$ cat config.mk
export PLATFORM = sky130hd
export DESIGN_NAME = rbsi_div
export DESIGN_NICKNAME = d
export VERILOG_FILES = /design/src/rtl/rbsi_pkg.sv /design/src/rtl/rbsi_div.sv
export SDC_FILE = /design/constraint.sdc
export NUM_CORES = 2
export LEC_CHECK = 0
export BUFFER_PORTS_ARGS = -buffer_cell sky130_fd_sc_hd__buf_2
export CAP_MARGIN = 25
export CELL_PAD_IN_SITES_DETAIL_PLACEMENT = 0
export CELL_PAD_IN_SITES_GLOBAL_PLACEMENT = 1
export CORE_UTILIZATION = 45
export CTS_BUF_LIST = sky130_fd_sc_hd__clkbuf_2 sky130_fd_sc_hd__clkbuf_4 sky130_fd_sc_hd__clkbuf_8
export DETAILED_ROUTE_END_ITERATION = 10
export HOLD_SLACK_MARGIN = 0.06
export PLACE_DENSITY_LB_ADDON = 0.1
export SLEW_MARGIN = 20
export SYNTH_ARGS = -nofsm -noshare
export SYNTH_HDL_FRONTEND = slang
export SYNTH_SLANG_ARGS = --single-unit
export TNS_END_PERCENT = 10
$ cat constraint.sdc
create_clock -name clk -period 9.3 [get_ports clk]
set_input_delay 0.93 -clock clk [delete_from_list [all_inputs] [get_ports clk]]
set_output_delay 0.93 -clock clk [all_outputs]
set_load 0.1 [all_outputs]
$ cat src/rtl/rbsi_pkg.sv
package rbsi_pkg;

  localparam int FRAC_BITS_DEF = 16;

  // divider: one overflow step plus 33 quotient bits, then a saturation stage
  localparam int QUO_W   = 34;
  localparam int DIV_LAT = QUO_W + 1;

  localparam int ADDR_W = 5;
  localparam int NUM_AXES = 3;

  typedef enum logic [2:0] {
    REG_MIN_X = 3'd0,
    REG_MIN_Y = 3'd1,
    REG_MIN_Z = 3'd2,
    REG_MAX_X = 3'd3,
    REG_MAX_Y = 3'd4,
    REG_MAX_Z = 3'd5
  } reg_idx_t;

  typedef struct packed {
    logic signed [31:0] origin_x;
    logic signed [31:0] origin_y;
    logic signed [31:0] origin_z;
    logic signed [31:0] dir_x;
    logic signed [31:0] dir_y;
    logic signed [31:0] dir_z;
    logic signed [31:0] near_in;
    logic signed [31:0] far_in;
  } in_item_t;

  typedef struct packed {
    logic               hit;
    logic signed [31:0] near_out;
    logic signed [31:0] far_out;
  } out_item_t;

  typedef struct packed {
    logic signed [31:0] near_v;
    logic signed [31:0] far_v;
  } span_t;

endpackage

$ cat src/rtl/rbsi_div.sv
module rbsi_div import rbsi_pkg::*; #(
  parameter int FRAC_BITS = FRAC_BITS_DEF
) (
  input  logic               clk,
  input  logic               en,
  input  logic [32:0]        num_mag,
  input  logic [31:0]        den_mag,
  input  logic               neg,
  output logic signed [31:0] quo
);

  localparam int NW = 33 + FRAC_BITS;

  logic [NW-1:0]    rem_r [QUO_W];
  logic [QUO_W-1:0] q_r   [QUO_W];
  logic [31:0]      den_r [QUO_W];
  logic             neg_r [QUO_W];

  genvar s;
  for (s = 0; s < QUO_W; s++) begin : g_step
    localparam int SH = QUO_W - 1 - s;
    logic [NW-1:0]    rem_i;
    logic [QUO_W-1:0] q_i;
    logic [31:0]      den_i;
    logic             neg_i;
    logic             ge;

    if (s == 0) begin : g_first
      assign rem_i = {num_mag, {FRAC_BITS{1'b0}}};
      assign q_i   = '0;
      assign den_i = den_mag;
      assign neg_i = neg;
    end else begin : g_next
      assign rem_i = rem_r[s-1];
      assign q_i   = q_r[s-1];
      assign den_i = den_r[s-1];
      assign neg_i = neg_r[s-1];
    end

    // first step flags a quotient of 2^33 or more; a zero divisor always lands here
    assign ge = (rem_i >> SH) >= NW'(den_i);

    always_ff @(posedge clk) begin
      if (en) begin
        rem_r[s] <= ge ? rem_i - (NW'(den_i) << SH) : rem_i;
        q_r[s]   <= {q_i[QUO_W-2:0], ge};
        den_r[s] <= den_i;
        neg_r[s] <= neg_i;
      end
    end
  end

  logic        ovf;
  logic [32:0] q_mag;
  logic [31:0] q_neg;
  logic signed [31:0] quo_next;

  assign ovf   = q_r[QUO_W-1][QUO_W-1];
  assign q_mag = q_r[QUO_W-1][32:0];
  assign q_neg = 32'(~q_mag + 33'd1);

  always_comb begin
    if (neg_r[QUO_W-1]) begin
      if (ovf || q_mag > 33'h0_8000_0000) quo_next = 32'sh8000_0000;
      else quo_next = $signed(q_neg);
    end else begin
      if (ovf || q_mag[32:31] != 2'b00) quo_next = 32'sh7FFF_FFFF;
      else quo_next = $signed(q_mag[31:0]);
    end
  end

  always_ff @(posedge clk) begin
    if (en) begin
      quo <= quo_next;
    end
  end

endmodule

* Yosys cells after proc, flatten, opt, wreduce, memory -nomap -nowiden
Memories as Yosys holds them, arrays and structs flattened.
Cells that the tools add are included.
** Operators by class
- $add $sub $neg :: 35
- Multiplexer cells :: 39
- $lt $le $gt $ge :: 35
- Reduce and logical (&&, ||, !) cells :: 3
- Bitwise gates (word level) :: 1
** Operators with widths (number)
- $mux 49 :: 34
- $sub 49x49->49 :: 17
- $mux 32 :: 3
- $ge 49x32->1 :: 1
- $sub 49x32->49 :: 1
- $sub 49x33->49 :: 1
- $sub 49x34->49 :: 1
- $sub 49x35->49 :: 1
- $sub 49x36->49 :: 1
- $sub 49x37->49 :: 1
- $sub 49x38->49 :: 1
- $sub 49x39->49 :: 1
- $sub 49x40->49 :: 1
- $sub 49x41->49 :: 1
- $sub 49x42->49 :: 1
- $sub 49x43->49 :: 1
- $sub 49x44->49 :: 1
- $sub 49x45->49 :: 1
- $sub 49x46->49 :: 1
- $sub 49x47->49 :: 1
- $sub 49x48->49 :: 1
- $ge 48x32->1 :: 1
- $ge 47x32->1 :: 1
- $ge 46x32->1 :: 1
- other kinds (36) :: 38
** Word-level totals
- Bits in registers :: 32
- Logic and storage cells :: 118
- Input port bits :: 68
- Memories :: 4
- Memory bits (writable) :: 3944
** Memories
- rem_r :: depth 34, width 49, rd ports 33, clocked after memory_dff 0, wr ports 34, line rbsi_div.sv:14 : logic [NW-1:0] rem_r [QUO_W];
- q_r :: depth 34, width 34, rd ports 34, clocked after memory_dff 0, wr ports 34, line rbsi_div.sv:15 : logic [QUO_W-1:0] q_r [QUO_W];
- den_r :: depth 34, width 32, rd ports 33, clocked after memory_dff 0, wr ports 34, line rbsi_div.sv:16 : logic [31:0] den_r [QUO_W];
- neg_r :: depth 34, width 1, rd ports 34, clocked after memory_dff 0, wr ports 34, line rbsi_div.sv:17 : logic neg_r [QUO_W];

* Depth between registers and ports, before layout
An unclocked memory read counts as a cell.
- Depth after elaboration :: 5
- Mapped depth :: 16
- Gate-level depth less buffers :: 14

* Worst setup path before layout
No wires, ideal clock.
- Kind :: register to register
- Start point :: memory den_r[7][0]
- End point :: memory rem_r[8][38] (netlist name) (data pin)
- Library setup time :: 0.260 ns
- Buffers on the path :: 1
- Arrival time :: 3.189 ns
- Setup slack :: 5.851 ns
- Data required time :: 9.040 ns
- Stages on the path, launching flop included :: 14
- Cell sequence :: edfxtp_1 -> ha_1 -> fa_1 -> nor2b_1 -> o21ai_1 -> a21boi_1 -> o31ai_1 -> a311oi_2 -> a211oi_1 -> o31a_1 -> or4_1 -> o311ai_1 -> buf_4 -> mux2_2
** RTL lines (line)
- start, declared :: rbsi_div.sv:16
- end, declared :: rbsi_div.sv:14

==> impl_metrics.py <==
metrics = {
    "clock_tree": {
        "cts-htree-levels": 6,
        "clock_path_buffers": 4,
        "cts_tree": "done",
        "postCtsSetupBuffers": 0,
        "clock_sinks": 2926,
        "cts_root_buffer": "clkbuf_8",
        "clk_pin_slew_ns": 0.06,
        "insertion_delay_ns": 1.16,
        "cts_inserted_buffers": 525,
    },
    "routing": {
        "vias": 99100,
        "wl_per_cell_um": 21.4,
        "route.detailed.drc": 0,
        "routed_wl_um": 390000,
        "drt_iter0_markers": 7018,
        "drtAntennaViolNets": 0,
        "drt-vias-per-instance": 5.45,
        "first_pass_iters": 6,
    },
    "die": {
        "core_area_um2": 337000,
        "pin_count": 100,
        "die_x_um": 584,
        "initial_core_util_pct": 45.2,
        "num_rows": 213,
        "die_h_um": 584,
        "die_area_um2": 341000,
    },
    "synth": {
        "synthFlopType": "edfxtp_1",
        "ys_ff_latch": 2926,
        "syn_inst": 12800,
        "async_flop_share_pct": 0,
        "ys_seq_area_share_pct": 57.7,
        "netlist_area_um2": 152000,
        "postSynthAreaPerCell_um2": 11.9,
        "syn-num-nets": 13800,
        "ys_types": 117,
        "yosysWarnings": 0,
        "synth_edf_count": 2926,
    },
    "hold_path": {
        "min_from": "num_mag[32]",
        "hp-class": "input pin to flop",
    },
    "critical_path": {
        "crit_path_end_kind": "flop",
        "crit_fanout": 52,
        "worstSetupPathType": "flop to flop",
        "cp.arrival_ns": 5.64,
        "crit_path_start_kind": "flop",
        "crit_start": "den_r[19][0]",
        "r2r_start": "den_r[19][0]",
        "critPathRequiredTime_ns": 10.17,
    },
    "final_layout": {
        "fillers": 29900,
        "multi_input_area_um2": 58900,
        "final_util_pct": 50.2,
        "final_cell_mix": "edfxtp_1, inv_1, a21oi_1, ha_1, nand2_1",
        "final_common_cell": "edfxtp_1",
        "drive_above_1_share_pct": 10.9,
        "regArea_um2": 87900,
        "synthToLayoutAreaGrowth_pct": 11.0,
        "nets": 14300,
        "final_cell_count_no_fill": 18200,
    },
    "timing": {
        "slew_violations": 0,
        "min_period_ns": 4.77,
        "setup_tns_ns": 0,
        "fin_crit_sh_pct": 51.2,
        "finalHoldViolations": 0,
        "worst_pin_slew_ns": 1.14,
        "slew_headroom_pct": 24.3,
        "setup_viol_count_final": 0,
        "finalWorstSetupSlack_ns": 4.53,
        "fin_skew_ns": 0.0779,
        "rsz0062_at_grt": "false",
        "max_freq_ghz": 0.210,
    },
    "place": {
        "dp_cells": 17200,
        "pre_cts_ws_ns": 4.71,
        "portBuffers": 99,
        "place_congestion": 0.910,
        "hpwl_um": 293000,
    },
    "global_route": {
        "grt_max_degree": 185,
        "grt_pass1_wl_um": 590000,
        "grt.overflow.total": 0,
        "antenna_found_initial": 20,
        "grt_pass1_vias": 98500,
        "track_usage_pct": 22.4,
    },
    "pwr": {
        "p_seq_share_pct": 42.1,
        "power.switching_mw": 15.5,
        "p_clk_share_pct": 26.6,
        "cellInternalPower_mw": 29.7,
        "netSwitchingFraction_pct": 34.3,
        "comb_power_share_pct": 31.3,
        "power_leakage_nw": 66.8,
        "irDropWorstVdd_uv": 158,
        "cellPowerDensity_nw_per_um2": 267,
    },
    "run_status": {
        "status": "finished, final reports clean",
    },
    "run": {
        "max_cap_viol_count": 0,
    },
}
[Yosys cell counts, drive strengths merged, types with 129 or more instances]
master | n | area, µm²
a21o | 435 | 3270
a21oi | 981 | 4940
clkbuf | 171 | 649
edfxtp | 2926 | 87900
ha | 952 | 11900
inv | 1230 | 4620
mux2 | 355 | 4000
nand2 | 860 | 3240
nand2b | 136 | 851
nand3 | 191 | 956
nand4 | 180 | 1130
nor2 | 757 | 2840
nor2b | 135 | 845
nor3 | 207 | 1060
o21a | 129 | 976
o21ai | 811 | 4080
xnor2 | 500 | 4380
xor2 | 391 | 3420
[logic make-up (layout without fill, tap and decap cells)]
kind of cell	count (synthesis)	count (layout)	synth area share (%)
compound gates	3162	3162	13.0
xor+xnor	891	891	5.12
fa+ha+maj	985	985	8.25
buf+inv	1500	2385	3.84
flops	2926	2926	57.7
mux	382	382	2.80
other cells	0	4	0
simple gates	2939	2939	9.32
[layer usage]
metal  routed length [µm]  track usage [%]
met3                18500             3.22
met4                13800             8.11
met5                   13                0
met2               179000             36.4
met1               179000             30.7
[through the flow]
step	hold WS, ns	cell area [µm²]	power, mW
floorplan	0.400	152000	28.9
global placement	0.401	158000	33.2
detailed placement	0.405	158000	33.2
CTS	0.110	169000	45.6
global route	0.217	169000	47.9
finish	0.257	169000	45.2
[power groups by stage]
stage	Sequential (mW)	Clock, mW	Combinational (mW)
CTS	19.1	12.5	14.1
finish	19.0	12.0	14.1
floorplan	18.3	0	10.6
global route	19.2	13.0	15.7
global placement	19.3	0	13.9
detailed placement	19.3	0	13.9
[state kept, by name, summed over array words and instances (netlist names)]
| register | flops |
|---|---|
| den_r | 1056 |
| rem_r | 1209 |
| quo | 32 |
| q_r | 595 |
| neg_r | 34 |
[final timing paths]
path	slack [ns]	cells past startpoint	to
hold reg to reg	0.38	0	den_r[15][20]
hold / removal	0.26	4	rem_r[0][48]
setup reg to reg	4.53	12	rem_r[20][19]
setup / recovery	4.53	12	rem_r[20][19]
[critical path, stage by stage, from the launching register on]
cell       delay (ns)
edfxtp_1         0.63
inv_1            0.15
fa_1             0.47
a21o_1           0.22
a21oi_2          0.21
o21ai_2          0.13
a311o_1          0.41
a211o_1          0.45
a211oi_2         0.44
o2111ai_2        0.28
nand2_4          0.26
inv_4            0.24
a21oi_1          0.56
[cell type report]
cell class / instances / area share (%)
Sequential cell: 2926 / 51.9
Tap cell: 4515 / 3.34
Multi-Input combinational cell: 8359 / 34.8
Clock inverter: 269 / 1.23
Clock buffer: 657 / 4.87
Antenna cell: 4 / 0.00591
Timing Repair Buffer: 229 / 1.12
Inverter: 1230 / 2.73
[repair_timing]
item	4_1_cts	5_1_grt
hold endpoints to repair	65	0
gates resized for setup	0	0
hold buffers	65	0
Power figures use the tool's default switching activity.
